File: src/design/bm3_ram.sv
`default_nettype none

module bm3_ram #(
  parameter int Width = 4,
  parameter int Depth = 1024,
  localparam int AddrW = (Depth > 1) ? $clog2(Depth) : 1
) (
  input  wire logic             clk_i,
  input  wire logic             we_i,
  input  wire logic [AddrW-1:0] waddr_i,
  input  wire logic [Width-1:0] wdata_i,
  input  wire logic             re_i,
  input  wire logic [AddrW-1:0] raddr_i,
  output logic      [Width-1:0] rdata_o
);

  logic [Width-1:0] mem_q [Depth];
  logic [Width-1:0] rdata_q;

  always_ff @(posedge clk_i) begin
    if (we_i) begin
      mem_q[waddr_i] <= wdata_i;
    end
    if (re_i) begin
      rdata_q <= mem_q[raddr_i];
    end
  end

  assign rdata_o = rdata_q;

endmodule

`default_nettype wire

File: config.mk
export PLATFORM = sky130hd
export DESIGN_NAME = bm3_ram
export DESIGN_NICKNAME = d
export VERILOG_FILES = /design/src/design/bm3_ram.sv
export SDC_FILE = /design/constraint.sdc
export NUM_CORES = 2
export LEC_CHECK = 0
export ABC_AREA = 0
export BUFFER_PORTS_ARGS = -buffer_cell sky130_fd_sc_hd__buf_2
export CAP_MARGIN = 20
export CORE_ASPECT_RATIO = 1.4
export CORE_MARGIN = 2
export CORE_UTILIZATION = 55
export DETAILED_ROUTE_END_ITERATION = 6
export PLACE_DENSITY = 0.7
export SYNTH_ARGS = -nofsm -noshare
export SYNTH_HDL_FRONTEND = slang
export SYNTH_SLANG_ARGS = --single-unit
File: constraint.sdc
create_clock -name clk_i -period 3.75 [get_ports clk_i]
set_input_delay 0.5625 -clock clk_i [delete_from_list [all_inputs] [get_ports clk_i]]
set_output_delay 0.5625 -clock clk_i [all_outputs]
set_load 0.05 [all_outputs]
**After elaboration in Yosys (flattened, before gate mapping)**

Memories as Yosys holds them, arrays and structs flattened. A register that Yosys moved wholly into a read port is not among the register bits.
Index checks and enable logic that the tools add are counted.

- Output and inout port bits: 4
- Memory bits (read-only): 0
- Bits in latches: 0
- Memories: 1
- Logic and storage cells: 3
- Register bits: 0
- Input port bits: 27
- Bits in writable memories: 4096

Memory list:

| name | words | bits a word | read ports | clocked after memory_dff | wr ports | RTL line | source |
|---|---|---|---|---|---|---|---|
| mem_q | 1024 | 4 | 1 | 1 | 1 | 17 | `logic [Width-1:0] mem_q [Depth];` |

- Bitwise logic cells: 0
- Magnitude comparators: 0
- Divide/modulo/power cells: 0
- Reductions and logical operators: 0
- Muxes and demuxes: 2
- Add/sub/neg operators: 0
- Shift-type cells: 0
- Multipliers: 0
- Eq/ne operators: 0

Operators by type and width:

| cell | number |
|---|---|
| 1-bit 2-to-1 mux | 2 |

**Longest topological paths before layout**

- Depth after elaboration: 2
- Gate-level depth with buffers: 17
- Mapped depth without buffers: 8

**Least setup slack after synthesis**

No wires, ideal clock.

- Path type: input -> register
- From: input raddr_i[0]
- To: register rdata_q[2] (netlist: rdata_o[2]), read port of mem_q, data pin
- Buffers on the path: 5
- Arrival time: 3015 ps
- Path slack: 467 ps
- Stages: 12
- Library setup time: 268 ps
- Cell sequence: buf_6 -> buf_6 -> buf_6 -> buf_4 -> buf_2 -> mux4_2 -> a22oi_1 -> a21oi_1 -> nor4_1 -> a211oi_1 -> o41ai_1 -> nand4_1

RTL lines:

| item | RTL line | source |
|---|---|---|
| start: declaration | 13 | `input wire logic [AddrW-1:0] raddr_i,` |
| end: declaration | 18 | `logic [Width-1:0] rdata_q;` |

==> metrics.txt <==
Tmin final 3780 ps; cell family with most CP delay compound AO/OA/AOI/OAI gates; Pre-Repair DR Iteration Count 5; fin cells 13000; met2 WL 228 mm; Yosys reg bits 4100; # Post-CTS Setup Buffers 0; Critical Path RT 4530 ps; placed cells 12300; Syn Std Cell Area 0.162 mm2; Routed met1 length 150 mm; htree depth 5; crit path max-delay cell type o21ai_0; CP endpoint kind flop; DP HPWL 290 mm; Hold/Removal Path Class primary input to flop; DR WL met3 48.6 mm; total gr overflow 0; Final Util 0.628; initial core utilization 0.554; wire length of the first global-routing pass 646 mm; CTS tree yes; Setup CP Type primary input to flop; area grow syn2layout 13.3%; Placer Congestion 0.889; wire per inst 35.0 um; Yosys top cell by area edfxtp_1; share of flip-flops with an asynchronous set or reset 0; layout net count 8835; placed inst area 0.172 mm2; Buf/Inv on CP 4; chip width 463 um; outcome finished, violations left; final worst-path cycle share 1.01; # clock sinks 4100; critical path data arrival time 4560 ps; Worst Skew 48.7 ps; CP peak stage delay 910 ps; vias in the first global route 88400; CTS max path bufs 4; final WL 456 mm; Vias 86900; top cells by area, synth edfxtp_1 (76%), mux4_2 (12%), mux2i_1 (2.8%), nor2_1 (2.6%), o221ai_1 (0.91%); post-synth top area share 0.759; TritonCTS Buffers 367; CP max FO 37; top_reg_cell synth edfxtp_1; Min Hold Slack 94.8 ps; largest net degree at the start of global routing 158; Tightest Pin Transition 1170 ps; maximum VDD drop 393 uV; fraction of layout cells with a size suffix above 1 0.245; critical-path cell list buf_12, buf_4, buf_12, mux2i_1, o221ai_1, o22ai_1, o21ai_0, o211ai_1, nor3_1, buf_4, nand4_1, nand4_1; Iteration-0 DRC Markers 12700; I/O Buffers 30; routed vias/inst 6.68; leading cell type in the layout, fill and taps excluded edfxtp_1; Post-Layout Inst Area 0.184 mm2; commonest non-fill, non-tap cells in the layout edfxtp_1 (4100), nor2_1 (1100), mux4_2 (875); Cell Pwr Density 508 mW/mm2; final setup fails 1; RSZ-0062 raised after global routing no; die span in y 646 um; Clock Root Buffer clkbuf_16; top layer in use met5; post-cts resize count 0; synth warn 0; DRC Markers 0; Global Route Usage Sum 0.304; final worst slack -32.8 ps; die area 0.299 mm2; Worst slew margin 0.214; synth unique cells 75; sequential element share of the synthesized area 0.759; area of the core 0.293 mm2; clock transition at the registers of the reported paths 70 ps; Power, Total 93.4 mW; initial antenna violation count 45; Worst-Skew Late Latency 930 ps; r2r setup slk 80 ps; hold-fix buffer count after cts 0; Mean Syn Cell Area 19.6 um2; Leakage 57.8 nW; floorplan row count 235; MaxCap Viol Count 0; number of synthesized flops with an enable pin 4100; Final ANT Viol Nets 0; Cells after Synth 8290; failing checks setup timing; CP Launch Type primary input; boundary pin count 31; pins over their slew limit 0; Hold Vio Cnt, Final 0; Achievable Freq 0.264 GHz; Mapped Nets 8317
[power by group]
| group | internal [mW] | leakage, nW | switching [mW] | total (mW) |
|---|---|---|---|---|
| combinational | 1.96 | 15.2 | 3.36 | 5.32 |
| sequential | 50.4 | 36.8 | 0.0271 | 50.4 |
| clock | 21.1 | 5.77 | 16.5 | 37.6 |
| total | 73.5 | 57.8 | 19.9 | 93.4 |
[logic make-up after synthesis]
kind of cell	count (synthesis)	synth area share
and+or+nand+nor	1560	0.0399
AOI/OAI and AO/OA	674	0.0296
buffers and inverters	597	0.0196
muxes	1359	0.152
DFF	4100	0.759
[final timing paths]
kind	start	end	depth (start not counted)
worst min register to register	mem_q[168][1]	rdata_o[1]	7
worst max register to register	mem_q[434][0]	rdata_o[0]	10
worst min-delay path	re_i	rdata_o[2]	1
worst max-delay path	raddr_i[0]	rdata_o[2]	12
[cell usage after synthesis (all sizes together) (12+ instances only)]
master  number
a221oi      29
o221ai     168
a21oi      129
nor2b       15
and3        12
nand2b      12
edfxtp    4100
buf        291
nor3       100
mux2        23
nand2      166
o22ai       89
clkbuf     300
nor4        21
nor2      1103
a211oi      13
mux2i      461
o21ai       68
a22oi       80
nand4       12
nand3       62
mux4       875
[worst register-to-register path, stage by stage (launching register included)]
cell and delay [ps]:
edfxtp_1 390, mux4_2 480, nand2_1 80, o221ai_1 130
a211oi_1 370, buf_4 180, o31ai_1 110, buf_4 190
nor3_2 810, or4_1 460, nand4_1 170
[final cells by class]
class,count,area [um2]
Clock buffer,437,9720
Fill cell,19700,109000
Inverter,6,35.0
Timing Repair Buffer,740,7600
Antenna cell,10,25.0
Sequential cell,4100,123000
Clock inverter,224,2140
Multi-Input combinational cell,3593,36200
Tap cell,3910,4890
[per-layer routing]
metal	up-vias	GRT usage
met5	-	0
met4	28	0.168
met3	1218	0.0610
met2	5642	0.510
met1	45100	0.374
li1	34900	-
[flip-flops by register name, indices dropped and copies added, names as in the netlist]
name / flops
mem_q: 4096
rdata_o: 4
[through the flow]
stage	setup WS, ps	setup TNS [ps]
final	-32.8	-32.8
after global routing	3.22	0
after CTS	142	0
after detailed placement	-811	-2710
after global placement	-1050	-3100
after floorplan	467	0
(Power assumes the default switching activity.)
