**src/design/bm3_pkg.sv**
```systemverilog
`default_nettype none

package bm3_pkg;

  localparam int DEF_MAX_WIDTH = 1024;

  // Wide enough for row/column positions including the two drain rows.
  localparam int POS_W = 13;

  // Line buffer entry: classes of the two previous rows at one column.
  localparam int LINE_W = 4;

  localparam int CLS_ABOVE_BIT = 0;
  localparam int CLS_BELOW_BIT = 1;

  localparam logic [7:0] FG_RED   = 8'd252;
  localparam logic [7:0] FG_GREEN = 8'd210;
  localparam logic [7:0] FG_BLUE  = 8'd245;

  localparam int PADDR_W = 4;
  localparam int PDATA_W = 32;

  typedef enum logic [1:0] {
    REG_FRAME_WIDTH,
    REG_FRAME_HEIGHT,
    REG_MORPH_MODE,
    REG_BRIGHT_THRESHOLD
  } reg_idx_e;

  typedef enum logic {
    CMD_PIXEL,
    CMD_DRAIN
  } cmd_e;

  typedef enum logic {
    MODE_DILATE,
    MODE_ERODE
  } mode_e;

  // Which stored columns form the left/center/right of the window.
  typedef enum logic [1:0] {
    WIN_ROW_START,
    WIN_COL_ONE,
    WIN_INNER
  } win_sel_e;

  typedef struct packed {
    logic [10:0] frame_width;
    logic [11:0] frame_height;
    logic        morph_mode;
    logic [7:0]  bright_threshold;
  } cfg_t;

  localparam cfg_t CFG_RESET = '{
    frame_width:      11'd640,
    frame_height:     12'd480,
    morph_mode:       1'b0,
    bright_threshold: 8'd127
  };

  // Stage register contents handed from the scan logic to the window logic.
  typedef struct packed {
    logic       pix;
    logic       emit;
    logic       last;
    logic       top_clamp;
    logic       bot_clamp;
    win_sel_e   sel;
    logic [7:0] red;
    logic [7:0] green;
    logic [7:0] blue;
  } stage_t;

  // One column of the 3x3 window, two class bits per row.
  typedef struct packed {
    logic [1:0] top;
    logic [1:0] mid;
    logic [1:0] bot;
  } col_cls_t;

  function automatic logic [1:0] bright_class(input logic [7:0] r,
                                              input logic [7:0] g,
                                              input logic [7:0] b,
                                              input logic [7:0] thr);
    logic [7:0] br;
    logic [1:0] cls;
    br = (r > g) ? r : g;
    if (b > br) br = b;
    cls = '0;
    cls[CLS_ABOVE_BIT] = (br > thr);
    cls[CLS_BELOW_BIT] = (br < thr);
    return cls;
  endfunction

endpackage

`default_nettype wire

```
**src/design/bm3_cfg.sv**
```systemverilog
`default_nettype none

module bm3_cfg
  import bm3_pkg::*;
(
  input  wire logic               clk_i,
  input  wire logic               rst_ni,
  input  wire logic               psel,
  input  wire logic               penable,
  input  wire logic               pwrite,
  input  wire logic [PADDR_W-1:0] paddr,
  input  wire logic [PDATA_W-1:0] pwdata,
  output logic      [PDATA_W-1:0] prdata,
  output logic                    pready,
  output cfg_t                    cfg_o
);

  cfg_t     cfg_q, cfg_d;
  reg_idx_e idx;
  logic     wr;

  assign idx    = reg_idx_e'(paddr[3:2]);
  assign wr     = psel && penable && pwrite;
  assign pready = 1'b1;

  always_comb begin
    cfg_d = cfg_q;
    if (wr) begin
      case (idx)
        REG_FRAME_WIDTH:      cfg_d.frame_width      = pwdata[10:0];
        REG_FRAME_HEIGHT:     cfg_d.frame_height     = pwdata[11:0];
        REG_MORPH_MODE:       cfg_d.morph_mode       = pwdata[0];
        REG_BRIGHT_THRESHOLD: cfg_d.bright_threshold = pwdata[7:0];
        default:              cfg_d = cfg_q;
      endcase
    end
  end

  always_comb begin
    case (idx)
      REG_FRAME_WIDTH:      prdata = PDATA_W'(cfg_q.frame_width);
      REG_FRAME_HEIGHT:     prdata = PDATA_W'(cfg_q.frame_height);
      REG_MORPH_MODE:       prdata = PDATA_W'(cfg_q.morph_mode);
      REG_BRIGHT_THRESHOLD: prdata = PDATA_W'(cfg_q.bright_threshold);
      default:              prdata = '0;
    endcase
  end

  always_ff @(posedge clk_i or negedge rst_ni) begin
    if (!rst_ni) begin
      cfg_q <= CFG_RESET;
    end else begin
      cfg_q <= cfg_d;
    end
  end

  assign cfg_o = cfg_q;

endmodule

`default_nettype wire

```
**config.mk**
```make
export PLATFORM = sky130hd
export DESIGN_NAME = bm3_cfg
export DESIGN_NICKNAME = d
export VERILOG_FILES = /design/src/design/bm3_pkg.sv /design/src/design/bm3_cfg.sv
export SDC_FILE = /design/constraint.sdc
export NUM_CORES = 1
export LEC_CHECK = 0
export ABC_AREA = 0
export BUFFER_PORTS_ARGS = -buffer_cell sky130_fd_sc_hd__buf_2
export CORE_ASPECT_RATIO = 0.5
export CORE_MARGIN = 1
export CORE_UTILIZATION = 44
export DETAILED_ROUTE_END_ITERATION = 10
export PLACE_DENSITY = 0.83
export SLEW_MARGIN = 15
export SYNTH_ARGS = -nofsm -noshare
export SYNTH_HDL_FRONTEND = slang
export SYNTH_SLANG_ARGS = --single-unit
export TNS_END_PERCENT = 10
```
**constraint.sdc**
```tcl
create_clock -name clk_i -period 2.5 [get_ports clk_i]
set_input_delay 0.125 -clock clk_i [delete_from_list [all_inputs] [get_ports clk_i]]
set_output_delay 0.125 -clock clk_i [all_outputs]
set_load 0.1 [all_outputs]
```
# == After elaboration in Yosys (flattened, before gate mapping) ==
# Index checks and enable logic that the tools add are counted.
# Widths: inputs -> output; s select.
# totals
out_inout_bits,65
mem_bits_ro,0
elab_cells,15
latchBits,0
ff_bits,32
memories,0
ram_bits,0
# op_classes
n_addsub,0
n_eq_ne,3
bitwise_logic,0
n_mux,1
shift,0
div,0
reduce_logical,7
order_cmp,0
multipliers,0
# ops
operator,count
$pmux 32 s4,1
$reduce_and 2->1,4
$eq 2x2->1 const B,2
$eq 2x1->1 const B,1
$logic_and 1x1->1,2
$logic_not 2->1,1

# == Longest topological paths before layout ==
# depth
word_depth,3
mapped_depth,5

# == Least setup slack after synthesis ==
# Ideal clock, no wire load.
# synth_path
kind,register -> output
from,register cfg_q (netlist bit cfg_o[10])
to,output prdata[1]
n_path_buf,0
stages_incl_launch_ff,3
required_time_ns,2.375
arrival_time_ns,3.210
path_slack_ns,-0.835
path_cell_list,dfrtp_1 mux2i_1 o21ai_0
# synth_via
elab_chain_cells,1
# synth_rtl
item,line_no,text
start: declaration,bm3_cfg.sv:18,"cfg_t cfg_q, cfg_d;"
start signal: assignment,bm3_cfg.sv:53,cfg_q <= cfg_d;
$pmux 32 s4,bm3_cfg.sv:40,case (idx)
end: declaration,bm3_cfg.sv:13,"output logic [PDATA_W-1:0] prdata,"
# No other way between the ends. The select of a mux whose other input is x is not followed.

# == Worst setup path in the final report ==
# layout_path
from,input paddr[2]
to,output prdata[1]
# layout_via
elab_chain_cells,2
# layout_rtl
item,line_no,text
start: declaration,bm3_cfg.sv:11,"input wire logic [PADDR_W-1:0] paddr,"
$eq 2x2->1 (tied with other cells),bm3_cfg.sv:40,
$pmux 32 s4 (*),bm3_cfg.sv:40,
# Every way passes the cells marked *; elsewhere a longest branch is shown, timed or not. The select of a mux whose other input is x is not followed.

==> summary.txt <==
Clocking
  – # hold bufs at CTS: 1
  – Root Driver: clkbuf_8
  – Post_cts resized: 0
  – Post-CTS setup buffers: 0
  – Clk_lat worst skew: between 200 and 300 ps
  – CTS H-tree lvls: 2
  – Clk sinks: 32
  – Worst-path clk slew: about 60 ps
  – CTS tree: built
  – Inserted Clock Buffers: 5
  – Clock Path Buffers: 2

Layout
  – Area grow syn2layout: 23.3%
  – Commonest non-fill, non-tap cell in the layout: buf_2
  – Layout cell share with drive strength beyond 1: a little over three fifths
  – Most frequent cells in the layout: buf_2 (62), mux2_2 (31), conb_1 (21)
  – Largest register FFs: 32
  – Fillers: 283
  – Diodes inserted: 0
  – Area of the multi-input gates: 721 µm²
  – Nets: 233
  – FF+latch area: 817 µm²

Setup path
  – CP endpoint: prdata[1]
  – CP required: about 2400 ps
  – R2R Path End: cfg_o[18]$_DFFE_PN0P_
  – Max stage delay on crit path: ~450 ps
  – CP max FO: 17
  – CP Capture Type: primary output
  – Worst Setup SP: paddr[2]
  – Critical Path Most Common Cell: buf_2
  – CP cell instances: buf_2, and2_0, nand2_1, o21ai_1, buf_2
  – Worst reg2reg setup slack: 1710 ps
  – Crit start category: input pin
  – Arrival time worst endpoint: between 1500 and 2000 ps
  – Slowest-stage cell, CP: buf_2
  – Critical path type: input pin to primary output
  – Reg-to-reg startpoint: cfg_o[18]$_DFFE_PN0P_
  – Cell count of the worst reg-to-reg path: 1

Drt
  – Detail-routed via count per cell: approximately 4.7
  – Routed WL: approximately 3300 µm
  – Drt wl/cell: 13.5 µm
  – Drt drc: 0
  – Starting DRT DRC Count: 21
  – Vias: about 1200
  – Drt pass-1 iters: 4
  – Antenna Nets Post-Route: 0

Yosys
  – Gate Count Post-Synth: 129
  – Sequential element share of the synthesized area: about 49%
  – Ys Warns: 0
  – Avg Synthesized Cell Area: approximately 13 µm²
  – Post-synth cell types: 22
  – Synth top area cells: dfrtp_1 (29%), mux2_2 (21%), dfstp_2 (20%)
  – Seq cells post-synth: 32
  – Synth top area share: 28.5%
  – Synth area leader: dfrtp_1
  – Mapped cell area: 1670 µm²

Floorplanning
  – I/O pin cnt: between 100 and 150
  – Core area: 3530 µm²
  – Die ar.: between 4000 and 5000 µm²
  – Placement Rows: 15
  – Die H: approximately 46 µm
  – Die Width: 89.0 µm
  – Initial Utilization: a little under half

Timing
  – Final setup margin: 777 ps
  – Clk_skew: 0 ps
  – Fin Setup TNS: 0 ps
  – Final-report hold violation count: 0
  – Tmin final: around 1700 ps
  – Worst slew pin tran: 724 ps
  – Fin crit share: between 60% and 70%
  – F_max: around 0.58 GHz
  – Final Max Slew Viols: 0
  – Final Setup Violations: 0
  – Slew HR: around half
  – RSZ-0062 raised after global routing: no

GRT
  – Largest net degree at the start of global routing: 33
  – Global-route usage over all layers: about 18%
  – First-pass GRT wire length: 5170 µm
  – Vias in the first global route: 1097
  – Antenna violations before repair: 0
  – Total grt overflow: 0

Outcome
  – Status: completed

Run
  – Max Cap Violations: 0

Place
  – Buffers on Ports: slightly above 60
  – RePlAce Congestion: approximately 0.75
  – Hpwl dp: 2370 µm
  – Placement Setup Slack: around 710 ps

Power
  – Pleak: 1.02 nW
  – Maximum vdd drop: roughly 0.49 mV
  – Cell area power density: around 1500 nW/µm²

Min path
  – Hold crit path type: input pin to register
power by group:
part / internal (mW) / switching (mW)
clock: 0.351 / 0.187
sequential: 0.676 / 0.0867
combinational: 0.239 / 1.46
critical path, delay by kind of cell:
kind / cells / cell delay (ps)
AOI/OAI and AO/OA: 1 / 110
buffers and inverters: 2 / 850
and+or+nand+nor: 2 / 500
routing by layer:
| metal | part of all wire [%] | wire (µm) | track usage [%] |
|---|---|---|---|
| met5 | 0 | 0 | 0 |
| met2 | 52 | 1730 | 33.4 |
| met4 | 1.3 | 43 | 8.25 |
| met1 | 41 | 1350 | 19.4 |
| met3 | 5.3 | 174 | 4.35 |
cell usage after synthesis (all sizes together):
master  instances
dfstp          13
and3b           1
nand2           8
clkbuf          2
buf            25
conb            2
nand3           1
nor2            4
o21ai           7
mux4            1
mux2           32
nor3b           2
dfrtp          19
and2            1
mux2i          10
nor3            1
logic make-up after synthesis:
group / after synthesis / share of synthesized area, %
buffers and inverters: 27 / 12.0
AND/OR/NAND/NOR: 18 / 7.43
other: 2 / 0.451
AO/OA/AOI/OAI: 7 / 2.10
flip-flops: 32 / 49.0
multiplexers: 43 / 29.0
cell type report:
cell class	instances	area share (%)
clock buffers	7	4.69
clock inverters	1	1.46
multi-input cells	89	35.1
flip-flops and latches	32	39.7
well taps	51	3.10
repair buffers	64	15.9
worst min-delay path by stage:
stage          startpoint                     to  slack [ps]  depth (start not counted)
3_3_place_gp       rst_ni  cfg_o[29]$_DFFE_PN0P_         200                          1
2_1_floorplan      rst_ni  cfg_o[10]$_DFFE_PN0P_        -170                          0
5_1_grt        pwdata[11]  cfg_o[20]$_DFFE_PN0P_          70                          2
3_5_place_dp       rst_ni  cfg_o[29]$_DFFE_PN0P_         200                          1
4_1_cts        pwdata[11]  cfg_o[20]$_DFFE_PN0P_          70                          2
6_report       pwdata[11]  cfg_o[20]$_DFFE_PN0P_          70                          2
stage by stage:
step / hold WS (ps) / cell area (µm²) / util (%) / cells / power [mW]
3_3_place_gp: 199 / 1920 / 54.4 / 235 / 2.45
6_report: 75.0 / 2060 / 58.3 / 244 / 3.00
4_1_cts: 69.3 / 2060 / 58.3 / 244 / 3.01
2_1_floorplan: -171 / 1740 / - / 148 / 2.28
3_5_place_dp: 204 / 1920 / 54.4 / 235 / 2.47
5_1_grt: 72.7 / 2060 / 58.3 / 244 / 3.09
No activity file was read; power rests on OpenSTA's default activity.
