--- src/design/bm3_pkg.sv ---
`default_nettype none

package bm3_pkg;

  localparam int DEF_MAX_WIDTH = 1024;

  // Wide enough for row/column positions including the two drain rows.
  localparam int POS_W = 13;

  // Line buffer entry: classes of the two previous rows at one column.
  localparam int LINE_W = 4;

  localparam int CLS_ABOVE_BIT = 0;
  localparam int CLS_BELOW_BIT = 1;

  localparam logic [7:0] FG_RED   = 8'd252;
  localparam logic [7:0] FG_GREEN = 8'd210;
  localparam logic [7:0] FG_BLUE  = 8'd245;

  localparam int PADDR_W = 4;
  localparam int PDATA_W = 32;

  typedef enum logic [1:0] {
    REG_FRAME_WIDTH,
    REG_FRAME_HEIGHT,
    REG_MORPH_MODE,
    REG_BRIGHT_THRESHOLD
  } reg_idx_e;

  typedef enum logic {
    CMD_PIXEL,
    CMD_DRAIN
  } cmd_e;

  typedef enum logic {
    MODE_DILATE,
    MODE_ERODE
  } mode_e;

  // Which stored columns form the left/center/right of the window.
  typedef enum logic [1:0] {
    WIN_ROW_START,
    WIN_COL_ONE,
    WIN_INNER
  } win_sel_e;

  typedef struct packed {
    logic [10:0] frame_width;
    logic [11:0] frame_height;
    logic        morph_mode;
    logic [7:0]  bright_threshold;
  } cfg_t;

  localparam cfg_t CFG_RESET = '{
    frame_width:      11'd640,
    frame_height:     12'd480,
    morph_mode:       1'b0,
    bright_threshold: 8'd127
  };

  // Stage register contents handed from the scan logic to the window logic.
  typedef struct packed {
    logic       pix;
    logic       emit;
    logic       last;
    logic       top_clamp;
    logic       bot_clamp;
    win_sel_e   sel;
    logic [7:0] red;
    logic [7:0] green;
    logic [7:0] blue;
  } stage_t;

  // One column of the 3x3 window, two class bits per row.
  typedef struct packed {
    logic [1:0] top;
    logic [1:0] mid;
    logic [1:0] bot;
  } col_cls_t;

  function automatic logic [1:0] bright_class(input logic [7:0] r,
                                              input logic [7:0] g,
                                              input logic [7:0] b,
                                              input logic [7:0] thr);
    logic [7:0] br;
    logic [1:0] cls;
    br = (r > g) ? r : g;
    if (b > br) br = b;
    cls = '0;
    cls[CLS_ABOVE_BIT] = (br > thr);
    cls[CLS_BELOW_BIT] = (br < thr);
    return cls;
  endfunction

endpackage

`default_nettype wire

--- src/design/bm3_scan.sv ---
`default_nettype none

module bm3_scan
  import bm3_pkg::*;
#(
  parameter int MAX_WIDTH = DEF_MAX_WIDTH,
  localparam int ColW = $clog2(MAX_WIDTH)
) (
  input  wire logic            clk_i,
  input  wire logic            rst_ni,
  input  wire cfg_t            cfg_i,
  input  wire logic            in_valid_i,
  output logic                 in_ready_o,
  input  wire logic            cmd_i,
  input  wire logic [7:0]      red_in_i,
  input  wire logic [7:0]      green_in_i,
  input  wire logic [7:0]      blue_in_i,
  input  wire logic            adv_i,
  output logic                 stage_valid_o,
  output stage_t               stage_o,
  output logic      [ColW-1:0] stage_col_o,
  output logic                 ram_re_o,
  output logic      [ColW-1:0] ram_raddr_o
);

  logic [10:0]      eff_w;
  logic [11:0]      eff_h;
  logic [POS_W-1:0] row_q, row_d;
  logic [ColW-1:0]  col_q, col_d;
  logic             stage_valid_q, stage_valid_d;
  stage_t           stage_q, stage_d;
  logic [ColW-1:0]  stage_col_q;
  logic             accept, live, row_done, input_done, last_hit, emit;

  always_comb begin
    eff_w = cfg_i.frame_width;
    if (cfg_i.frame_width < 11'd3) begin
      eff_w = 11'd3;
    end else if (POS_W'(cfg_i.frame_width) > POS_W'(MAX_WIDTH)) begin
      eff_w = 11'(MAX_WIDTH);
    end
    eff_h = (cfg_i.frame_height < 12'd3) ? 12'd3 : cfg_i.frame_height;
  end

  // Rows at or past the frame height are virtual: drains walk through
  // them so the trailing row plus one pixel of results can leave.
  assign input_done = (row_q >= POS_W'(eff_h));
  assign last_hit   = (row_q == POS_W'(eff_h) + POS_W'(1));
  assign row_done   = (POS_W'(col_q) + POS_W'(1) >= POS_W'(eff_w));
  assign live       = (cmd_i == CMD_DRAIN) ? input_done : !input_done;
  assign emit       = (col_q == '0) ? (row_q >= POS_W'(2)) : (row_q >= POS_W'(1));

  assign in_ready_o = !stage_valid_q || adv_i;
  assign accept     = in_valid_i && in_ready_o;

  always_comb begin
    row_d = row_q;
    col_d = col_q;
    if (accept && live) begin
      if (last_hit) begin
        row_d = '0;
        col_d = '0;
      end else if (row_done) begin
        row_d = row_q + POS_W'(1);
        col_d = '0;
      end else begin
        col_d = col_q + ColW'(1);
      end
    end
  end

  always_comb begin
    if (accept) begin
      stage_valid_d = live;
    end else if (adv_i) begin
      stage_valid_d = 1'b0;
    end else begin
      stage_valid_d = stage_valid_q;
    end
  end

  always_comb begin
    stage_d.pix       = (cmd_i == CMD_PIXEL);
    stage_d.emit      = emit;
    stage_d.last      = last_hit;
    stage_d.top_clamp = (row_q == POS_W'(1));
    stage_d.bot_clamp = (cmd_i == CMD_DRAIN);
    if (col_q == '0) begin
      stage_d.sel = WIN_ROW_START;
    end else if (col_q == ColW'(1)) begin
      stage_d.sel = WIN_COL_ONE;
    end else begin
      stage_d.sel = WIN_INNER;
    end
    stage_d.red   = red_in_i;
    stage_d.green = green_in_i;
    stage_d.blue  = blue_in_i;
  end

  always_ff @(posedge clk_i or negedge rst_ni) begin
    if (!rst_ni) begin
      row_q         <= '0;
      col_q         <= '0;
      stage_valid_q <= 1'b0;
    end else begin
      row_q         <= row_d;
      col_q         <= col_d;
      stage_valid_q <= stage_valid_d;
    end
  end

  always_ff @(posedge clk_i) begin
    if (accept) begin
      stage_q     <= stage_d;
      stage_col_q <= col_q;
    end
  end

  assign stage_valid_o = stage_valid_q;
  assign stage_o       = stage_q;
  assign stage_col_o   = stage_col_q;
  assign ram_re_o      = accept && live;
  assign ram_raddr_o   = col_q;

endmodule

`default_nettype wire

--- config.mk ---
export PLATFORM = sky130hd
export DESIGN_NAME = bm3_scan
export DESIGN_NICKNAME = d
export VERILOG_FILES = /design/src/design/bm3_pkg.sv /design/src/design/bm3_scan.sv
export SDC_FILE = /design/constraint.sdc
export NUM_CORES = 1
export LEC_CHECK = 0
export ABC_AREA = 1
export BUFFER_PORTS_ARGS = -buffer_cell sky130_fd_sc_hd__buf_2
export CORE_MARGIN = 3
export CORE_UTILIZATION = 30
export CTS_BUF_LIST = sky130_fd_sc_hd__clkbuf_4
export DETAILED_ROUTE_END_ITERATION = 16
export SKIP_LAST_GASP = 1
export SLEW_MARGIN = 20
export SYNTH_ARGS = -nofsm -noshare
export SYNTH_HDL_FRONTEND = slang
export SYNTH_SLANG_ARGS = --single-unit
--- constraint.sdc ---
create_clock -name clk_i -period 7.05 [get_ports clk_i]
set_input_delay 1.41 -clock clk_i [delete_from_list [all_inputs] [get_ports clk_i]]
set_output_delay 1.41 -clock clk_i [all_outputs]
set_load 0.01 [all_outputs]
# After elaboration in Yosys (flattened, before gate mapping)
# Index checks and enable logic that the tools add are counted.
[totals]
reg_bits = 65
output_inout_bits = 54
word_cells = 49
[op_classes]
n_addsub = 4
order_cmp = 7
eq_ne = 3
n_mux = 12
n_bitwise = 1
n_reduce_logical = 9
[op_table]
columns = ["cell", "count"]
rows = [
  ["13-bit two-way mux", 2],
  ["11-bit two-way mux", 2],
  ["10-bit two-way mux", 2],
  ["12-bit by 1-bit adder with 13-bit output (second input constant)", 1],
  ["13-bit by 1-bit adder with 13-bit output (second input constant)", 1],
  ["13-bit by 1-bit == test with 1-bit output (second input constant)", 1],
  ["13-bit == test", 1],
  ["13-bit by 1-bit >= comparator with 1-bit output (second input constant)", 1],
  ["13-bit by 12-bit >= comparator with 1-bit output", 1],
  ["13-bit by 2-bit >= comparator with 1-bit output (second input constant)", 1],
  ["12-bit by 2-bit < comparator with 1-bit output (second input constant)", 1],
  ["12-bit two-way mux", 1],
  ["10-bit by 1-bit adder with 11-bit output (second input constant)", 1],
  ["11-bit >= comparator", 1],
  ["11-bit greater-than comparator (second input constant)", 1],
  ["11-bit by 2-bit < comparator with 1-bit output (second input constant)", 1],
  ["10-bit by 1-bit adder with 10-bit output (second input constant)", 1],
  ["10-bit by 1-bit == test with 1-bit output (second input constant)", 1],
  ["10-bit logical NOT", 1],
  ["1-bit two-way mux", 4],
  ["2-bit nonzero test", 2],
  ["1-bit logical AND", 2],
  ["1-bit logical NOT", 2],
  ["2-bit two-way mux", 1],
  ["other kinds (3)", 3],
]

# Longest topological paths before layout
[logic_depth]
depth_word = 7
ltp_mapped = 23
mapped_depth_nobuf = 22

# Worst setup path after synthesis
# No wires, ideal clock.
[synth_timing]
kind = "input port to output port"
start = "input port adv_i"
end = "output port ram_re_o"
arrival_ns = 5.427
required_ns = 5.640
slack_ns = 0.213
cell_stages = 5
n_path_buf = 1
path_cell_list = "inv_1 -> a21boi_0 -> nand2_1 -> nor2_4 -> buf_2"
[synth_between]
elab_chain_len = 3
[synth_rtl]
columns = ["element", "line", "rtl"]
rows = [
  ["start, declared", "bm3_scan.sv:18", "input wire logic adv_i,"],
  ["1-bit logical OR", "bm3_scan.sv:53", "assign in_ready_o = !stage_valid_q || adv_i;"],
  ["1-bit logical AND", "bm3_scan.sv:54", "assign accept = in_valid_i && in_ready_o;"],
  ["via accept", "bm3_scan.sv:33", "logic accept, live, row_done, input_done, last_hit, emit;"],
  ["1-bit logical AND", "bm3_scan.sv:122", "assign ram_re_o = accept && live;"],
  ["end, declared", "bm3_scan.sv:22", "output logic ram_re_o,"],
]
# The timed path passes the listed nets, and every way through them passes these cells.

# Final worst setup path
[layout_timing]
start = "input port cfg_i[15] (netlist name)"
end = "output port ram_re_o"
[layout_between]
elab_chain_len = 6
[layout_rtl]
columns = ["element", "line", "rtl"]
rows = [
  ["start, declared", "bm3_scan.sv:11", "input wire cfg_t cfg_i,"],
  ["12-bit by 2-bit < comparator with 1-bit output", "bm3_scan.sv:42", "eff_h = (cfg_i.frame_height < 12'd3) ? 12'd3 : cfg_i.frame_height;"],
  ["12-bit two-way mux *", "bm3_scan.sv:42", ""],
  ["13-bit by 12-bit >= comparator with 1-bit output *", "bm3_scan.sv:47", "assign input_done = (row_q >= POS_W'(eff_h));"],
  ["1-bit logical NOT", "bm3_scan.sv:50", "assign live = (cmd_i == CMD_DRAIN) ? input_done : !input_done;"],
  ["1-bit two-way mux *", "bm3_scan.sv:50", ""],
  ["1-bit logical AND *", "bm3_scan.sv:122", ""],
]
# Every way passes the cells marked *; elsewhere a longest branch is shown, timed or not.

==> results.py <==
metrics = {
    "floorplan": {
        "dieHeight_um": 122,
        "start_util": 0.312,
        "core_area_sq_um": 12800,
        "rows": 41,
        "io_pins": 115,
        "fp.dieW_um": 122,
        "dieArea_sq_um": 14800,
    },
    "routing": {
        "wl_met2_um": 4570,
        "top_layer_used": "met4",
        "via_per_inst": 4.62,
        "wl_met3_um": 637,
        "ant_nets": 0,
        "drtIter0Drc": 203,
        "first_pass_iters": 4,
        "wire_per_inst_um": 12.8,
        "wl_met1_um": 4260,
        "drcViolationCount": 0,
        "vias": 3462,
        "postRouteWirelength_um": 9580,
    },
    "layout": {
        "mostFrequentLayoutCells": "nand2_1, buf_2, inv_1",
        "multiInputGateArea_sq_um": 1850,
        "nFillCells": 1329,
        "area_growth_pct": 20.4,
        "nets": 663,
        "regArea_sq_um": 1830,
        "drive_gt1_frac": 0.237,
        "fin_util": 0.376,
        "mostFrequentLayoutCell": "nand2_1",
        "antenna_cells": 0,
    },
    "synthesis": {
        "synth_flop_cell": "edfxtp_1",
        "synth_largest_area_cell": "edfxtp_1",
        "yosys_warnings": 0,
        "synthesis.nets": 556,
        "syn_inst": 465,
        "ys_ff_latch": 65,
        "postSynthAreaPerCell_sq_um": 8.61,
        "async_flop_share": 0.369,
        "synth-edff-count": 41,
        "syn_area_sq_um": 4000,
        "synth_area_leaders": "edfxtp_1, dfrtp_1, nand2_1",
        "synth_top_area_frac": 0.308,
        "ys_seq_area_frac": 0.458,
        "yosysUniqueCellTypes": 33,
    },
    "grt": {
        "first_global_vias": 3233,
        "grt_max_degree": 42,
        "grt_pass1_wl_um": 15500,
        "grt-ovfl-total": 0,
        "grt_usage": 0.131,
        "antenna_found_initial": 0,
    },
    "worst_setup_path": {
        "startpoint_type": "input pin",
        "critical_path.endpoint_type": "output port",
        "reg2reg_depth": 15,
        "cp.arrival_ns": 3.67,
        "critPathKind": "in2out",
        "cp_max_fo": 34,
        "critPathRequiredTime_ns": 5.64,
    },
    "timing": {
        "setup_viol": 0,
        "finClkSkew_ns": 0.0156,
        "fmax_mhz": 197,
        "rsz0062_at_grt": "false",
        "hold_violations": 0,
        "max-slew-margin-rel": 0.388,
        "slew_viol_final": 0,
        "finalCriticalPeriod_ns": 5.08,
        "tightest_slew_ns": 0.910,
        "setup_ws_ns": 1.97,
        "period_share": 0.721,
        "tns_ns": 0,
    },
    "placement": {
        "port_buffers": 105,
        "gp_congestion": 0.846,
        "dp_hpwl_um": 7430,
        "dp_slack_ns": 2.01,
    },
    "clocking": {
        "numCtsBuffers": 9,
        "cts_resized": 0,
        "cts-root-buf": "clkbuf_4",
        "path_clk_slew_ns": 0.11,
        "cts_sinks": 65,
        "clkLatencyLatePin_ns": 0.39,
        "ctsHtreeMaxLevel": 3,
        "hold_buffers": 0,
        "cts_buffer_depth": 2,
        "cts_tree": "built",
        "post-cts-setup-buffers": 0,
    },
    "power": {
        "powerDensity_nw_per_um2": 245,
        "p_leak_nw": 2.43,
        "ir_worst_vdd_mv": 0.0702,
        "total_power_w": 0.00118,
    },
    "min_path": {
        "min_path_type": "reg2reg",
        "hold_depth": 0,
    },
    "job": {
        "cap_violations": 0,
    },
    "outcome": {
        "outcome": "complete, no violations",
    },
}
==> cell type report <==
| type | instances | share of cell area |
|---|---|---|
| timing repair buffer | 107 | 0.112 |
| clock buffer | 12 | 0.0187 |
| multi-input combinational | 317 | 0.384 |
| clock inverter | 4 | 0.00441 |
| tap | 172 | 0.0446 |
| inverter | 72 | 0.0561 |
| sequential | 65 | 0.380 |
==> synthesized netlist by cell type, types with 2 or more instances <==
master    count
xor2_1       20
nor2_2        4
ha_1         30
clkinv_1      2
o21ai_0       9
nand3_1      27
o31ai_1       2
dfrtp_1      24
nor3_2        2
inv_1        67
nor3_1        9
nand2_2       2
a21oi_1      11
nand2_1     110
buf_2         9
or2_2         2
inv_2         3
xnor2_1       5
edfxtp_1     41
nand4_1      34
o22ai_1       8
nor4_1        7
nor2_1       27
==> critical path, stage by stage <==
cell,delay (ns)
buf_2,0.14
inv_1,0.13
nand4_1,0.10
nor2_1,0.16
nand4_1,0.09
inv_1,0.07
nor2_1,0.06
ha_1,0.18
a21oi_1,0.14
o21ai_0,0.09
o21ai_0,0.21
nand3_1,0.11
nand2_1,0.08
inv_1,0.06
nor2_4,0.10
buf_4,0.34
buf_2,0.21
==> kinds of logic (layout without fill, tap and decap cells) <==
| logic type | Yosys count | in the layout | synth area share |
|---|---|---|---|
| AOI/OAI and AO/OA | 36 | 36 | 0.0516 |
| xor gates and xnor gates | 25 | 25 | 0.0547 |
| and+or+nand+nor | 226 | 226 | 0.260 |
| adders and majority gates | 30 | 30 | 0.0938 |
| buffers and inverters | 83 | 195 | 0.0825 |
| DFF | 65 | 65 | 0.458 |
==> flip-flops by register name (all words and copies together), names as in the netlist <==
register       count
stage_valid_o      1
stage_col_o       10
ram_raddr_o       10
row_q             13
stage_o           31
==> path summary, 6_finish.rpt <==
| kind | start | to | slack (ns) |
|---|---|---|---|
| max | cfg_i[15] | ram_re_o | 1.97 |
| min | ram_raddr_o[1] | stage_col_o[1] | 0.55 |
| max reg2reg | ram_raddr_o[1] | row_q[12] | 3.78 |
| min reg2reg | ram_raddr_o[1] | stage_col_o[1] | 0.55 |
| max in group asynchronous | rst_ni | row_q[0] | 5.66 |
| min in group asynchronous | rst_ni | ram_raddr_o[6] | 0.99 |
==> power breakdown <==
group	leakage, nW	switching [W]	internal, W
sequential	0.724	0.0000632	0.000479
clock	0.0647	0.000125	0.0000824
combinational	1.64	0.000265	0.000164
==> metal layers <==
metal  vias to the layer above  global-route usage
li1                       1780                   -
met1                      1581               0.175
met2                        92               0.216
met3                         9              0.0200
met4                         0              0.0448
met5                         -                   0
==> metrics by stage <==
step | cells | cell area, sq um | hold slack [ns]
2_1_floorplan | 465 | 4000 | 0.510
5_1_grt | 749 | 4820 | 0.577
6_report | 749 | 4820 | 0.546
3_5_place_dp | 733 | 4710 | 0.543
4_1_cts | 749 | 4820 | 0.561
3_3_place_gp | 733 | 4710 | 0.537
Power figures use the tool's default switching activity.
