[config.mk]
export PLATFORM = sky130hd
export DESIGN_NAME = bm3_window
export DESIGN_NICKNAME = d
export VERILOG_FILES = /design/src/design/bm3_pkg.sv /design/src/design/bm3_window.sv
export SDC_FILE = /design/constraint.sdc
export NUM_CORES = 1
export LEC_CHECK = 0
export ABC_AREA = 1
export BUFFER_PORTS_ARGS = -buffer_cell sky130_fd_sc_hd__buf_2
export CORE_MARGIN = 5
export CORE_UTILIZATION = 40
export CTS_CLUSTER_DIAMETER = 60
export DETAILED_ROUTE_END_ITERATION = 8
export PLACE_DENSITY = 0.75
export SLEW_MARGIN = 20
export SYNTH_ARGS = -nofsm -noshare
export SYNTH_HDL_FRONTEND = slang
export SYNTH_SLANG_ARGS = --single-unit
[constraint.sdc]
create_clock -name clk_i -period 3.6 [get_ports clk_i]
set_input_delay 0.36 -clock clk_i [delete_from_list [all_inputs] [get_ports clk_i]]
set_output_delay 0.36 -clock clk_i [all_outputs]
set_load 0.05 [all_outputs]
[src/design/bm3_pkg.sv]
`default_nettype none

package bm3_pkg;

  localparam int DEF_MAX_WIDTH = 1024;

  // Wide enough for row/column positions including the two drain rows.
  localparam int POS_W = 13;

  // Line buffer entry: classes of the two previous rows at one column.
  localparam int LINE_W = 4;

  localparam int CLS_ABOVE_BIT = 0;
  localparam int CLS_BELOW_BIT = 1;

  localparam logic [7:0] FG_RED   = 8'd252;
  localparam logic [7:0] FG_GREEN = 8'd210;
  localparam logic [7:0] FG_BLUE  = 8'd245;

  localparam int PADDR_W = 4;
  localparam int PDATA_W = 32;

  typedef enum logic [1:0] {
    REG_FRAME_WIDTH,
    REG_FRAME_HEIGHT,
    REG_MORPH_MODE,
    REG_BRIGHT_THRESHOLD
  } reg_idx_e;

  typedef enum logic {
    CMD_PIXEL,
    CMD_DRAIN
  } cmd_e;

  typedef enum logic {
    MODE_DILATE,
    MODE_ERODE
  } mode_e;

  // Which stored columns form the left/center/right of the window.
  typedef enum logic [1:0] {
    WIN_ROW_START,
    WIN_COL_ONE,
    WIN_INNER
  } win_sel_e;

  typedef struct packed {
    logic [10:0] frame_width;
    logic [11:0] frame_height;
    logic        morph_mode;
    logic [7:0]  bright_threshold;
  } cfg_t;

  localparam cfg_t CFG_RESET = '{
    frame_width:      11'd640,
    frame_height:     12'd480,
    morph_mode:       1'b0,
    bright_threshold: 8'd127
  };

  // Stage register contents handed from the scan logic to the window logic.
  typedef struct packed {
    logic       pix;
    logic       emit;
    logic       last;
    logic       top_clamp;
    logic       bot_clamp;
    win_sel_e   sel;
    logic [7:0] red;
    logic [7:0] green;
    logic [7:0] blue;
  } stage_t;

  // One column of the 3x3 window, two class bits per row.
  typedef struct packed {
    logic [1:0] top;
    logic [1:0] mid;
    logic [1:0] bot;
  } col_cls_t;

  function automatic logic [1:0] bright_class(input logic [7:0] r,
                                              input logic [7:0] g,
                                              input logic [7:0] b,
                                              input logic [7:0] thr);
    logic [7:0] br;
    logic [1:0] cls;
    br = (r > g) ? r : g;
    if (b > br) br = b;
    cls = '0;
    cls[CLS_ABOVE_BIT] = (br > thr);
    cls[CLS_BELOW_BIT] = (br < thr);
    return cls;
  endfunction

endpackage

`default_nettype wire

[src/design/bm3_window.sv]
`default_nettype none

module bm3_window
  import bm3_pkg::*;
#(
  parameter int MAX_WIDTH = DEF_MAX_WIDTH,
  localparam int ColW = $clog2(MAX_WIDTH)
) (
  input  wire logic              clk_i,
  input  wire logic              rst_ni,
  input  wire logic              morph_mode_i,
  input  wire logic [7:0]        bright_threshold_i,
  input  wire logic              stage_valid_i,
  input  wire stage_t            stage_i,
  input  wire logic [ColW-1:0]   stage_col_i,
  input  wire logic [LINE_W-1:0] ram_rdata_i,
  output logic                   adv_o,
  output logic                   ram_we_o,
  output logic      [ColW-1:0]   ram_waddr_o,
  output logic      [LINE_W-1:0] ram_wdata_o,
  output logic                   out_valid_o,
  input  wire logic              out_ready_i,
  output logic      [7:0]        red_out_o,
  output logic      [7:0]        green_out_o,
  output logic      [7:0]        blue_out_o,
  output logic                   frame_end_o
);

  col_cls_t   s0_q, s1_q, new_col, left_col, ctr_col, right_col;
  logic [1:0] cls_new;
  logic [7:0] nb_above, nb_below;
  logic       any_above, any_below, fg, fire;
  logic       out_valid_q, out_valid_d;
  logic       fg_q, last_q;

  assign cls_new = bright_class(stage_i.red, stage_i.green, stage_i.blue,
                                bright_threshold_i);

  // Line buffer holds {row-2, row-1}; rows clamp at the top and bottom.
  always_comb begin
    new_col.mid = ram_rdata_i[1:0];
    new_col.top = stage_i.top_clamp ? ram_rdata_i[1:0] : ram_rdata_i[3:2];
    new_col.bot = stage_i.bot_clamp ? ram_rdata_i[1:0] : cls_new;
  end

  always_comb begin
    case (stage_i.sel)
      WIN_ROW_START: begin
        // last column of the previous row: right neighbor clamps to center
        left_col  = s0_q;
        ctr_col   = s1_q;
        right_col = s1_q;
      end
      WIN_COL_ONE: begin
        left_col  = s1_q;
        ctr_col   = s1_q;
        right_col = new_col;
      end
      default: begin
        left_col  = s0_q;
        ctr_col   = s1_q;
        right_col = new_col;
      end
    endcase
  end

  always_comb begin
    nb_above = {left_col.top[CLS_ABOVE_BIT], left_col.mid[CLS_ABOVE_BIT],
                left_col.bot[CLS_ABOVE_BIT], ctr_col.top[CLS_ABOVE_BIT],
                ctr_col.bot[CLS_ABOVE_BIT], right_col.top[CLS_ABOVE_BIT],
                right_col.mid[CLS_ABOVE_BIT], right_col.bot[CLS_ABOVE_BIT]};
    nb_below = {left_col.top[CLS_BELOW_BIT], left_col.mid[CLS_BELOW_BIT],
                left_col.bot[CLS_BELOW_BIT], ctr_col.top[CLS_BELOW_BIT],
                ctr_col.bot[CLS_BELOW_BIT], right_col.top[CLS_BELOW_BIT],
                right_col.mid[CLS_BELOW_BIT], right_col.bot[CLS_BELOW_BIT]};
  end

  assign any_above = |nb_above;
  assign any_below = |nb_below;
  assign fg = (morph_mode_i == MODE_ERODE) ? !any_below : any_above;

  assign adv_o = !stage_i.emit || !out_valid_q || out_ready_i;
  assign fire  = stage_valid_i && adv_o;

  assign ram_we_o    = fire && stage_i.pix;
  assign ram_waddr_o = stage_col_i;
  assign ram_wdata_o = {new_col.mid, cls_new};

  always_comb begin
    if (fire && stage_i.emit) begin
      out_valid_d = 1'b1;
    end else if (out_ready_i) begin
      out_valid_d = 1'b0;
    end else begin
      out_valid_d = out_valid_q;
    end
  end

  always_ff @(posedge clk_i or negedge rst_ni) begin
    if (!rst_ni) begin
      out_valid_q <= 1'b0;
    end else begin
      out_valid_q <= out_valid_d;
    end
  end

  always_ff @(posedge clk_i) begin
    if (fire) begin
      s0_q <= s1_q;
      s1_q <= new_col;
    end
    if (fire && stage_i.emit) begin
      fg_q   <= fg;
      last_q <= stage_i.last;
    end
  end

  assign out_valid_o = out_valid_q;
  assign red_out_o   = fg_q ? FG_RED : '0;
  assign green_out_o = fg_q ? FG_GREEN : '0;
  assign blue_out_o  = fg_q ? FG_BLUE : '0;
  assign frame_end_o = last_q;

endmodule

`default_nettype wire

# Word level (Yosys, flattened, before mapping)
# Index checks and enable logic that the tools add are counted.
[totals]
regBits = 15
inputBits = 58
out_inout_bits = 42
[classes]
n_lt_le_gt_ge = 4
eq_ne = 1
n_reduce_logical = 12
n_mux = 12
[ops]
columns = ["cell", "n"]
rows = [
  ["2-to-1 mux 8 bit", 5],
  ["> comparator 8 bit", 3],
  ["OR reduction 8 bit", 2],
  ["2-to-1 mux 6 bit", 2],
  ["< comparator 8 bit", 1],
  ["2-to-1 mux 2 bit", 2],
  ["logical AND 1 bit", 3],
  ["logical NOT 1 bit", 3],
  ["2-to-1 mux 1 bit", 3],
  ["equality test 2 x 1 -> 1 bit, second input constant", 1],
  ["logical NOT 2 bit", 1],
  ["logical OR 1 bit", 2],
  ["nonzero test 2 bit", 1],
]

# Depth between registers and ports, before layout
[depth]
depth_word = 10
mapped_depth = 35
mapped_depth_nobuf = 35

# Least setup slack after synthesis
# Ideal clock, no wire load.
[synth_path]
path_type = "input to output"
start = "input port stage_i[9] (netlist bit)"
end = "output port ram_wdata_o[0]"
required_time_ns = 3.240
t_arrival_ns = 3.312
cell_stages = 24
setup_slack_ns = -0.072
cell_sequence = "inv_1 -> ha_1 -> a21oi_2 -> o21ai_2 -> nand2_2 -> nand3_4 -> nand3b_1 -> nand2_1 -> ha_1 -> a21oi_1 -> nor2_1 -> a211oi_2 -> nand2_1 -> nand2_2 -> inv_2 -> nand2_1 -> nand2_1 -> ha_1 -> nand2_1 -> nor2_1 -> nand2_1 -> nand2_1 -> nand2_1 -> inv_1"
[synth_between]
elab_chain_cells = 5
[synth_rtl]
columns = ["element", "line", "rtl"]
rows = [
  ["start, declared", "bm3_window.sv:14", "input wire stage_t stage_i,"],
  ["> comparator 8 bit", "bm3_pkg.sv:87", "br = (r > g) ? r : g;"],
  ["2-to-1 mux 8 bit (*)", "bm3_pkg.sv:87", ""],
  ["> comparator 8 bit", "bm3_pkg.sv:88", "if (b > br) br = b;"],
  ["2-to-1 mux 8 bit (*)", "bm3_pkg.sv:88", ""],
  ["> comparator 8 bit (*)", "bm3_pkg.sv:90", "cls[CLS_ABOVE_BIT] = (br > thr);"],
  ["end, declared", "bm3_window.sv:20", "output logic [LINE_W-1:0] ram_wdata_o,"],
]
# Every way passes the cells marked *; elsewhere a longest branch is shown, timed or not.

# Worst setup path after layout
[layout_path]
start = "input port stage_i[23] (netlist bit)"
end = "output port ram_wdata_o[0]"
# The elaborated chain is that of the path after synthesis.

==> impl_summary.log <==
[metrics] max-capacitance violation count: 0
[metrics] initial drt markers: 123
[metrics] DRC Markers: 0
[metrics] status: finished with violations
[metrics] core outline area: 4414 um2
[metrics] register-to-register setup slack: 2140 ps
[metrics] Max rail drop VDD: 0.2783 mV
[metrics] Switching Share: 43.86%
[metrics] Post-Synthesis Mean Instance Area: 7.487 um2
[metrics] Detailed Routing Iterations Pass 1: 4
[metrics] Layout Cell Area excl Fill: 2853 um2
[metrics] cell family with most CP delay: simple AND/OR/NAND/NOR gates
[metrics] final design utilization: 64.63%
[metrics] least setup slack across all paths after layout: -441.6 ps
[metrics] maximum number of pins on one net before global-route repair: 17
[metrics] hold crit path type: in2reg
[metrics] Setup crit end kind: output pin
[metrics] Die ar.: 6061 um2
[metrics] TritonCTS sink count: 15
[metrics] ratio of routed vias to standard cells: 4.969
[metrics] internal power contribution: 0.5762 mW
[metrics] count of final hold-check violations: 0
[metrics] total global routing overflow: 0
[metrics] fin. max-slew vios: 0
[metrics] worst endpoint required time: 3240 ps
[metrics] count of cells along the worst hold path: 1
[metrics] Post-synth top flop: sky130_fd_sc_hd__edfxtp_1
[metrics] number of cells after detailed placement: 359
[metrics] quantity of I/O buffers inserted on ports: 71
[metrics] estimated wirelength of the detail-placed design: 3.482 mm
[metrics] startpoint of the most critical register-to-register path: out_valid_o
[metrics] most common cell in the netlist: sky130_fd_sc_hd__nand2_1
[metrics] number of synthesized register bits: 15
[metrics] Crit-path slowest cell: sky130_fd_sc_hd__ha_4
[metrics] horizontal extent of the die: 77.86 um
[metrics] combinational share of power: 65.4%
[metrics] number of antenna violations at the first check in global routing: 0
[metrics] largest cells by area after synthesis: sky130_fd_sc_hd__edfxtp_1 (23%), sky130_fd_sc_hd__ha_1 (16%), sky130_fd_sc_hd__buf_4 (15%), sky130_fd_sc_hd__nand2_1 (12%), sky130_fd_sc_hd__inv_1 (7.1%)
[metrics] top cells by instance count after synthesis: sky130_fd_sc_hd__nand2_1 (61), sky130_fd_sc_hd__buf_4 (36), sky130_fd_sc_hd__inv_1 (35)
[metrics] vias post-DR: 1913
[metrics] Psw: 0.4501 mW
[metrics] effective utilization at floorplan: 41.72%
[metrics] clock tree from TritonCTS: done
[metrics] number of distinct library cells after synthesis: 28
[metrics] all-layer global routing usage: 15.98%
[metrics] Max H-tree Level: 1
[metrics] type of the worst setup path: in2out
[metrics] Final setup viols: 4
[metrics] part of the Yosys area used for sequential elements: 24.18%
[metrics] vias in the first global route: 1818
[metrics] Reg clk slew, reported paths: 60 ps
[metrics] setup TNS: -1228 ps
[metrics] total chip power: 1.026 mW
[metrics] Clock Latency Late Sink: 250 ps
[metrics] cell count of the worst reg-to-reg path: 5
[metrics] yosys synthesis warning count: 0
[metrics] Worst Hold End: frame_end_o
[metrics] number of routed nets with antenna violations: 0
[metrics] share of total power in the clock network: 13.5%
[metrics] weighted congestion reported at the end of routability-driven placement: 0.8423
[metrics] fraction of final layout cells sized beyond drive strength 1: 58.86%
[metrics] setup slack after placement: -453.5 ps
[metrics] DIE HEIGHT: 77.86 um
[metrics] Diodes inserted: 0
[metrics] wire length of the first global-routing pass: 8.128 mm
[metrics] Final Net Count: 416
[metrics] register share of total power: 21.1%
[metrics] top cell type by total area after synthesis: sky130_fd_sc_hd__edfxtp_1
[metrics] FFs w/ async S/R, synth: 6.667%
[metrics] number of cells in the finished layout apart from fillers: 385
[metrics] leak pwr: 1.464 nW
[metrics] delay of the slowest critical-path stage: 280 ps
[metrics] area share of the leading cell type in the synthesized netlist: 22.83%
[metrics] endpoint of the most critical register-to-register path: fg_q
[metrics] origin of the worst min-delay path: stage_i[28]
[metrics] final critical path time including I/O delays and setup: 4042 ps
[metrics] cell area power density: 359.7 nW/um2
[metrics] library cell used as clock root buffer: sky130_fd_sc_hd__clkbuf_8
[metrics] worst hold margin: 285.0 ps
[metrics] cts bufs inserted: 3
[metrics] number of top-level design ports: 100
[metrics] part of the cycle the worst path needs: 112.3%
[metrics] maximum clock insertion buffer count: 2
[metrics] sum of buffers and inverters on the critical path: 4
[metrics] number of enable flip-flop cells after synthesis: 14
[metrics] Syn-to-layout area delta: 54.89%
[metrics] Placement Rows: 24
[metrics] post-placement cell area: 2211 um2
[metrics] kind of start point of the critical path: input port
[metrics] Max Clock Skew: 3.388 ps
[metrics] RSZ-0062 raised after global routing: true
[metrics] Critical Path Most Common Cell: sky130_fd_sc_hd__nand2_4
[metrics] number of instances in the synthesized netlist: 246
[metrics] arrival time of data at the critical path endpoint: 3680 ps
[metrics] post-synthesis instance area: 1842 um2
[metrics] largest fanout on the critical path: 8
[metrics] routed wire length: 5.682 mm
[metrics] violated checks: setup timing
[metrics] Routed WL per cell: 14.76 um
[metrics] achievable clock frequency: 247.4 MHz
==> how the worst max path moves through the flow <==
stage	start	end	slack [ps]	depth (start not counted)
6_report	stage_i[23]	ram_wdata_o[0]	-440	25
5_1_grt	stage_i[13]	ram_wdata_o[0]	-640	28
3_3_place_gp	stage_i[9]	fg_q	-400	30
3_5_place_dp	stage_i[9]	ram_wdata_o[0]	-450	26
2_1_floorplan	stage_i[15]	ram_wdata_o[0]	2	23
4_1_cts	stage_i[21]	ram_wdata_o[0]	-180	25
==> layout make-up <==
class | instances | area (um2)
Clock buffer | 4 | 45.04
Fill cell | 341 | 1562
Inverter | 37 | 152.6
Multi-Input combinational cell | 167 | 1410
Sequential cell | 15 | 445.4
Tap cell | 52 | 65.06
Timing Repair Buffer | 110 | 734.5
==> metal layers <==
metal	global-route usage (%)	share of wire, %
met1	19.83	38
met2	29.05	52
met3	1.620	7.2
met4	4.296	2.8
met5	0	0
==> cell families (layout without fill, tap and decap cells) <==
kind of cell	count (synthesis)	in the layout	share of synthesized area, %
fa+ha+maj	24	24	16.30
other cells	1	8	0.2036
flops	15	15	24.18
buf+inv	73	151	22.22
simple gates	114	116	30.57
compound gates	19	19	6.521
==> placed cells by master (no fill, tap or decap), types with 2 or more instances in the layout <==
cell,netlist,routed
sky130_fd_sc_hd__conb_1,1,8
sky130_fd_sc_hd__nand2_1,61,39
sky130_fd_sc_hd__buf_6,0,9
sky130_fd_sc_hd__nor2_2,1,3
sky130_fd_sc_hd__clkbuf_8,0,3
sky130_fd_sc_hd__nand3_2,0,5
sky130_fd_sc_hd__buf_4,36,33
sky130_fd_sc_hd__buf_2,0,63
sky130_fd_sc_hd__nand4_1,2,2
sky130_fd_sc_hd__nand2_2,11,24
sky130_fd_sc_hd__ha_4,0,15
sky130_fd_sc_hd__nor2_4,1,4
sky130_fd_sc_hd__ha_1,24,9
sky130_fd_sc_hd__edfxtp_1,14,14
sky130_fd_sc_hd__o211ai_1,2,2
sky130_fd_sc_hd__nor2_1,13,8
sky130_fd_sc_hd__nand3b_1,7,7
sky130_fd_sc_hd__o21ai_0,3,3
sky130_fd_sc_hd__o21ai_1,2,2
sky130_fd_sc_hd__nor3_1,4,4
sky130_fd_sc_hd__inv_2,2,7
sky130_fd_sc_hd__nand3_4,1,2
sky130_fd_sc_hd__nand3_1,11,6
sky130_fd_sc_hd__a21oi_2,1,5
sky130_fd_sc_hd__a21oi_1,7,2
sky130_fd_sc_hd__nand2_4,0,9
sky130_fd_sc_hd__inv_1,35,26
sky130_fd_sc_hd__inv_4,0,2
sky130_fd_sc_hd__buf_8,0,4
==> flip-flops by register name, indices dropped and copies added, names as in the netlist <==
register and count:
out_valid_o 1, ctr_col 6, frame_end_o 1, fg_q 1, s0_q 6
==> power groups by stage <==
stage	Clock, mW	Sequential [mW]	Combinational, mW
6_report	0.139	0.216	0.671
5_1_grt	0.146	0.218	0.731
4_1_cts	0.138	0.216	0.539
3_5_place_dp	0	0.220	0.422
3_3_place_gp	0	0.219	0.414
2_1_floorplan	0	0.223	0.344
==> timing repair <==
action                                  CTS  global route
endpoints found under the setup margin    3             5
resized for setup                        47            49
cloned                                    1             1
pin swaps                                28            47
hold buffers                              1             0
setup buffers                            16             6
endpoints found under the hold margin     1             0
Note: power is estimated with default switching activity, not from simulation.
